--- src/sv/stus_pkg.sv ---
// Shared types and constants of the sparse triplet store.
package stus_pkg;

    localparam int CAPACITY    = 256;
    localparam int COORD_BITS  = 16;
    localparam int ADDR_BITS   = $clog2(CAPACITY);
    localparam int CNT_BITS    = $clog2(CAPACITY + 1);
    localparam int PORT_COORD  = 16;
    localparam int VALUE_BITS  = 64;
    localparam int ELEM_BITS   = 9;
    localparam int INDEX_BITS  = 8;
    localparam int ENTRY_BITS  = 9;
    localparam int WORD_BITS   = 2 * COORD_BITS + VALUE_BITS;

    typedef enum logic [2:0] {
        CMD_CLEAR       = 3'd0,
        CMD_APPEND      = 3'd1,
        CMD_UPSERT      = 3'd2,
        CMD_APPEND_DIAG = 3'd3,
        CMD_UPSERT_DIAG = 3'd4,
        CMD_READ        = 3'd5
    } stus_cmd_code_t;

    typedef enum logic [1:0] {
        STATUS_OK    = 2'd0,
        STATUS_FULL  = 2'd1,
        STATUS_RANGE = 2'd2
    } stus_status_t;

    typedef enum logic [2:0] {
        ST_IDLE,
        ST_ELEM,
        ST_SCAN,
        ST_RDADDR,
        ST_READ,
        ST_FINISH
    } stus_state_t;

    // Commands from the controller to the datapath.
    typedef struct packed {
        logic load;
        logic scan_start;
        logic scan_step;
        logic write_hit;
        logic append;
        logic advance;
        logic read_issue;
        logic read_capture;
        logic read_miss;
        logic out_load;
    } stus_ctrl_t;

    // Status from the datapath to the controller.
    typedef struct packed {
        logic elem_zero;
        logic upsert_mode;
        logic match;
        logic scan_done;
        logic index_ok;
    } stus_stat_t;

endpackage

--- src/sv/stus_controller.sv ---
// Controller state machine of the sparse triplet store.
module stus_controller
    import stus_pkg::*;
(
    input  logic       clk,
    input  logic       rst_n,
    input  logic       in_valid,
    output logic       in_stall,
    input  logic [2:0] cmd,
    output logic       out_valid,
    input  logic       out_stall,
    input  stus_stat_t stat,
    output stus_ctrl_t ctrl
);

    stus_state_t state_reg, state_next;
    logic        out_valid_reg, out_valid_next;
    logic        out_free;

    assign out_free = !out_valid_reg || !out_stall;

    always_ff @(posedge clk or negedge rst_n)
    begin
        if (!rst_n)
        begin
            state_reg     <= ST_IDLE;
            out_valid_reg <= 1'b0;
        end
        else
        begin
            state_reg     <= state_next;
            out_valid_reg <= out_valid_next;
        end
    end

    always_comb
    begin
        state_next     = state_reg;
        ctrl           = '0;
        in_stall       = 1'b1;
        out_valid_next = out_valid_reg && out_stall;

        unique case (state_reg)
            ST_IDLE:
            begin
                in_stall = 1'b0;
                if (in_valid)
                begin
                    ctrl.load = 1'b1;
                    unique case (stus_cmd_code_t'(cmd))
                        CMD_APPEND, CMD_UPSERT, CMD_APPEND_DIAG, CMD_UPSERT_DIAG:
                        begin
                            state_next = ST_ELEM;
                        end
                        CMD_READ:
                        begin
                            state_next = ST_RDADDR;
                        end
                        default:
                        begin
                            state_next = ST_FINISH;
                        end
                    endcase
                end
            end
            ST_ELEM:
            begin
                priority if (stat.elem_zero)
                begin
                    state_next = ST_FINISH;
                end
                else if (stat.upsert_mode)
                begin
                    ctrl.scan_start = 1'b1;
                    state_next      = ST_SCAN;
                end
                else
                begin
                    ctrl.append  = 1'b1;
                    ctrl.advance = 1'b1;
                end
            end
            ST_SCAN:
            begin
                priority if (stat.match)
                begin
                    ctrl.write_hit = 1'b1;
                    ctrl.advance   = 1'b1;
                    state_next     = ST_ELEM;
                end
                else if (stat.scan_done)
                begin
                    ctrl.append  = 1'b1;
                    ctrl.advance = 1'b1;
                    state_next   = ST_ELEM;
                end
                else
                begin
                    ctrl.scan_step = 1'b1;
                end
            end
            ST_RDADDR:
            begin
                if (stat.index_ok)
                begin
                    ctrl.read_issue = 1'b1;
                    state_next      = ST_READ;
                end
                else
                begin
                    ctrl.read_miss = 1'b1;
                    state_next     = ST_FINISH;
                end
            end
            ST_READ:
            begin
                ctrl.read_capture = 1'b1;
                state_next        = ST_FINISH;
            end
            ST_FINISH:
            begin
                if (out_free)
                begin
                    ctrl.out_load  = 1'b1;
                    out_valid_next = 1'b1;
                    state_next     = ST_IDLE;
                end
            end
            default:
            begin
                state_next = ST_IDLE;
            end
        endcase
    end

    assign out_valid = out_valid_reg;

endmodule

--- config.mk ---
export PLATFORM = sky130hd
export DESIGN_NAME = stus_controller
export DESIGN_NICKNAME = d
export VERILOG_FILES = /design/src/sv/stus_pkg.sv /design/src/sv/stus_controller.sv
export SDC_FILE = /design/constraint.sdc
export NUM_CORES = 1
export LEC_CHECK = 0
export ABC_CLOCK_PERIOD_IN_PS = 1300
export BUFFER_PORTS_ARGS = -buffer_cell sky130_fd_sc_hd__buf_4
export CORE_AREA = 2 2 39 41
export DETAILED_ROUTE_END_ITERATION = 10
export DIE_AREA = 0 0 41 43
export SLEW_MARGIN = 15
export SYNTH_ARGS = -nofsm -noshare
export SYNTH_HDL_FRONTEND = slang
export SYNTH_SLANG_ARGS = --single-unit
--- constraint.sdc ---
create_clock -name clk -period 1.3 [get_ports clk]
set_clock_uncertainty 0.15 [all_clocks]
set_input_delay 0.065 -clock clk [delete_from_list [all_inputs] [get_ports clk]]
set_output_delay 0.065 -clock clk [all_outputs]
set_load 0.02 [all_outputs]
==> flow_metrics.py <==
metrics = {
    "floorplanning": {
        "dieArea_um2": 1763,
        "num_rows": 14,
        "ios": 24,
        "start_util_pct": 27.31,
        "fp.dieH_um": 43,
        "die_w_um": 41,
        "core-area_um2": 1384,
    },
    "clock_tree": {
        "cts.sinks": 4,
        "clkTransAtPathRegs_ps": 40,
        "htree_levels": 1,
        "clockBufferDepth": 2,
        "clkLatencyLatePin_ps": 240,
        "numCtsBuffers": 3,
        "ctsRootBufferMaster": "clkbuf_4",
        "cts_tree": "built",
    },
    "routing": {
        "routed_wl_um": 1382,
        "postRouteAntennaNets": 0,
        "drc_errors": 0,
        "vias": 537,
        "routedWlPerCell_um": 12.92,
        "firstDrtPassIters": 4,
        "drt-initial-drc-count": 7,
        "viasPerCell": 5.019,
    },
    "synthesis": {
        "synth_edf_count": 0,
        "synthMuxAreaShare_pct": 0,
        "syn_nets": 62,
        "syn_avg_cell_area_um2": 7.557,
        "synthArstFlopShare_pct": 100.0,
        "synthAdderAreaFrac_pct": 0,
        "synth-simple-area-share_pct": 44.70,
        "ys_warn_count": 0,
        "synth_top_family_by_area": "simple AND/OR/NAND/NOR gates",
        "synth_xor_area_share_pct": 0,
        "ys_ff_latch": 4,
        "synth_cells": 50,
        "synth_top_cell_by_area": "dfrtp_1",
        "synthDistinctLibCells": 25,
        "synth-compound-area-share_pct": 20.20,
        "netlist_area_um2": 377.9,
        "synth_ff_type": "dfrtp_1",
        "ys_seq_area_share_pct": 26.49,
        "synth_top_area_share_pct": 26.49,
        "yosys-top-cells-area": "dfrtp_1, nor2_1, nor3_1",
    },
    "pwr": {
        "p_per_area_nw_per_um2": 1857,
        "switching_power_uw": 678.9,
        "ir_drop_mv": 1.071,
        "pwr-share-clk_pct": 9.9,
        "switching_share_pct": 43.10,
        "p_int_uw": 896.2,
        "p_comb_share_pct": 72.8,
        "seqPwrFrac_pct": 17.3,
        "leakagePower_uw": 0.0003999,
    },
    "worst_setup_path": {
        "cp.required_ps": 1090,
        "rr_worst_depth": 5,
        "path_class": "reg -> out",
        "r2r-end": "state_reg[1]",
        "crit_chain": "inv_2 > or3_4 > nor3_4 > buf_6",
        "arrival_ps": 1390,
        "crit_path_end_kind": "primary output",
        "crit_path_top_delay_cell": "dfrtp_2",
        "max_stage_delay_ps": 420,
        "critPathBufInv": 2,
        "critPathLaunch": "state_reg[1]",
        "cp_max_fo": 5,
        "worstReg2RegStart": "state_reg[1]",
        "start_kind": "flip-flop",
        "r2r_slack_ps": -280,
        "crit_family": "simple AND/OR/NAND/NOR gates",
    },
    "timing": {
        "drv_slew": 0,
        "rsz0062_at_grt": "yes",
        "fin_crit_sh_pct": 123.5,
        "worst_slew_pin_slew_ps": 218.0,
        "hold_viol_final": 0,
        "final.setup.tns_ps": -3355,
        "max-slew-margin-rel_pct": 85.35,
        "max_freq_ghz": 0.6230,
        "finalSetupViolCount": 14,
        "timing.final.ws_setup_ps": -305.1,
        "finalWorstPathRequiredPeriod_ps": 1605,
    },
    "final_layout": {
        "n_antenna_cell": 0,
        "area.growth.synth_to_final_pct": 124.5,
        "num-fill-cells": 130,
        "fin_util_pct": 61.30,
        "drive_above_1_share_pct": 70.33,
        "multi_input_area_um2": 347.8,
        "finalNetCount": 105,
        "largest_register_ff_count": 3,
        "seq_area_um2": 103.9,
        "final_cells": 107,
    },
    "global_route": {
        "antenna_found_initial": 0,
        "grt_pass1_wl_um": 2208,
        "grt_pass1_vias": 555,
        "grt_max_degree": 9,
        "overflow": 0,
        "grtUsageTotal_pct": 18.83,
    },
    "status": {
        "violations": "setup timing",
        "status": "finished, violations left",
    },
    "placement": {
        "dp_hpwl_um": 860.3,
        "routabilityCongestion": 0.7951,
        "portBuffers": 23,
        "dp.cells": 96,
    },
    "flow_run": {
        "max_cap_viol_count": 0,
    },
    "hold_path": {
        "hold_class": "in -> async",
    },
}
==> worst max path at each step <==
stage                     cells after the start  slack [ps]      end
after CTS                                     3        -310  ctrl[7]
after floorplan                               2        -210  ctrl[1]
after detailed placement                      4        -150  ctrl[5]
after global placement                        4        -130  ctrl[5]
final                                         4        -310  ctrl[7]
after global routing                          4        -390  ctrl[7]
==> cell type report <==
cell class / instances / area share, %
timing repair buffer: 41 / 40.41
multi-input combinational: 40 / 41.00
sequential: 4 / 12.24
tap: 16 / 2.360
inverter: 3 / 1.327
clock buffer: 3 / 2.655
==> cell usage after synthesis, types with 2 or more instances <==
cell type and number:
nand2_1 3, or3_1 2, o21ai_1 3, o21ai_0 2, nor3_1 4, a21oi_1 3
buf_2 2, and2_1 2, inv_1 2, nand2b_1 2, nor4b_1 2, dfrtp_1 4
nor3_2 2, nor2_1 6
==> cell families after synthesis <==
group           count (synthesis)
compound gates                 12
flops                           4
simple gates                   28
buf+inv                         6
==> stage by stage <==
stage          worst slack (ps)  hold slack [ps]  area [um^2]  power [uW]
3_3_place_gp             -132.4           -287.8        653.1        1098
3_5_place_dp             -149.1           -287.6        653.1        1100
2_1_floorplan            -212.6           -380.6        412.9       761.6
6_report                 -305.1            15.67        848.3        1575
5_1_grt                  -389.0            27.27        848.3        1683
4_1_cts                  -312.4            5.095        814.5        1500
==> what timing repair did <==
action,in CTS,in global routing
hold endpoints to repair,5,0
buffers inserted,5,1
hold buffers,2,0
gates cloned,0,0
setup endpoints to repair,14,14
gates resized for setup,21,6
pin swaps,8,4
==> routing by layer <==
layer,global-route usage (%),share of wire (%),vias to the layer above
met5,0,0,-
met4,10.00,0,0
met3,3.665,6.2,0
met2,31.56,56,18
met1,20.78,38,253
li1,-,-,266
==> placed cells by master (no fill, tap or decap) <==
| cell | synthesis | layout |
|---|---|---|
| a21oi_1 | 3 | 2 |
| a21oi_2 | 0 | 1 |
| a221oi_2 | 0 | 1 |
| a32oi_1 | 1 | 1 |
| and2_1 | 2 | 1 |
| and2_4 | 0 | 1 |
| and3_1 | 1 | 1 |
| and4_1 | 1 | 1 |
| buf_4 | 0 | 31 |
| buf_6 | 1 | 8 |
| clkbuf_4 | 0 | 3 |
| dfrtp_1 | 4 | 1 |
| dfrtp_2 | 0 | 3 |
| dlygate4sd3_1 | 0 | 2 |
| inv_1 | 2 | 1 |
| inv_2 | 1 | 2 |
| nand2_1 | 3 | 3 |
| nand2b_1 | 2 | 2 |
| nand3b_1 | 1 | 1 |
| nor2_1 | 6 | 3 |
| nor2_2 | 0 | 1 |
| nor2_4 | 0 | 2 |
| nor2b_1 | 1 | 1 |
| nor3_1 | 4 | 2 |
| nor3_2 | 2 | 2 |
| nor3_4 | 0 | 2 |
| nor4b_4 | 0 | 2 |
| o21ai_0 | 2 | 2 |
| o21ai_1 | 3 | 1 |
| o21ai_2 | 0 | 1 |
| o21ai_4 | 0 | 1 |
| o21bai_2 | 1 | 1 |
| o31ai_1 | 1 | 1 |
| or3_1 | 2 | 1 |
| or3_4 | 1 | 2 |
==> power groups by stage <==
stage / registers (uW) / logic, uW / clock network, uW
4_1_cts: 267 / 1070 / 160
3_5_place_dp: 255 / 845 / 0
2_1_floorplan: 238 / 524 / 0
5_1_grt: 285 / 1230 / 171
3_3_place_gp: 255 / 843 / 0
6_report: 273 / 1150 / 156
(Power assumes the default switching activity.)
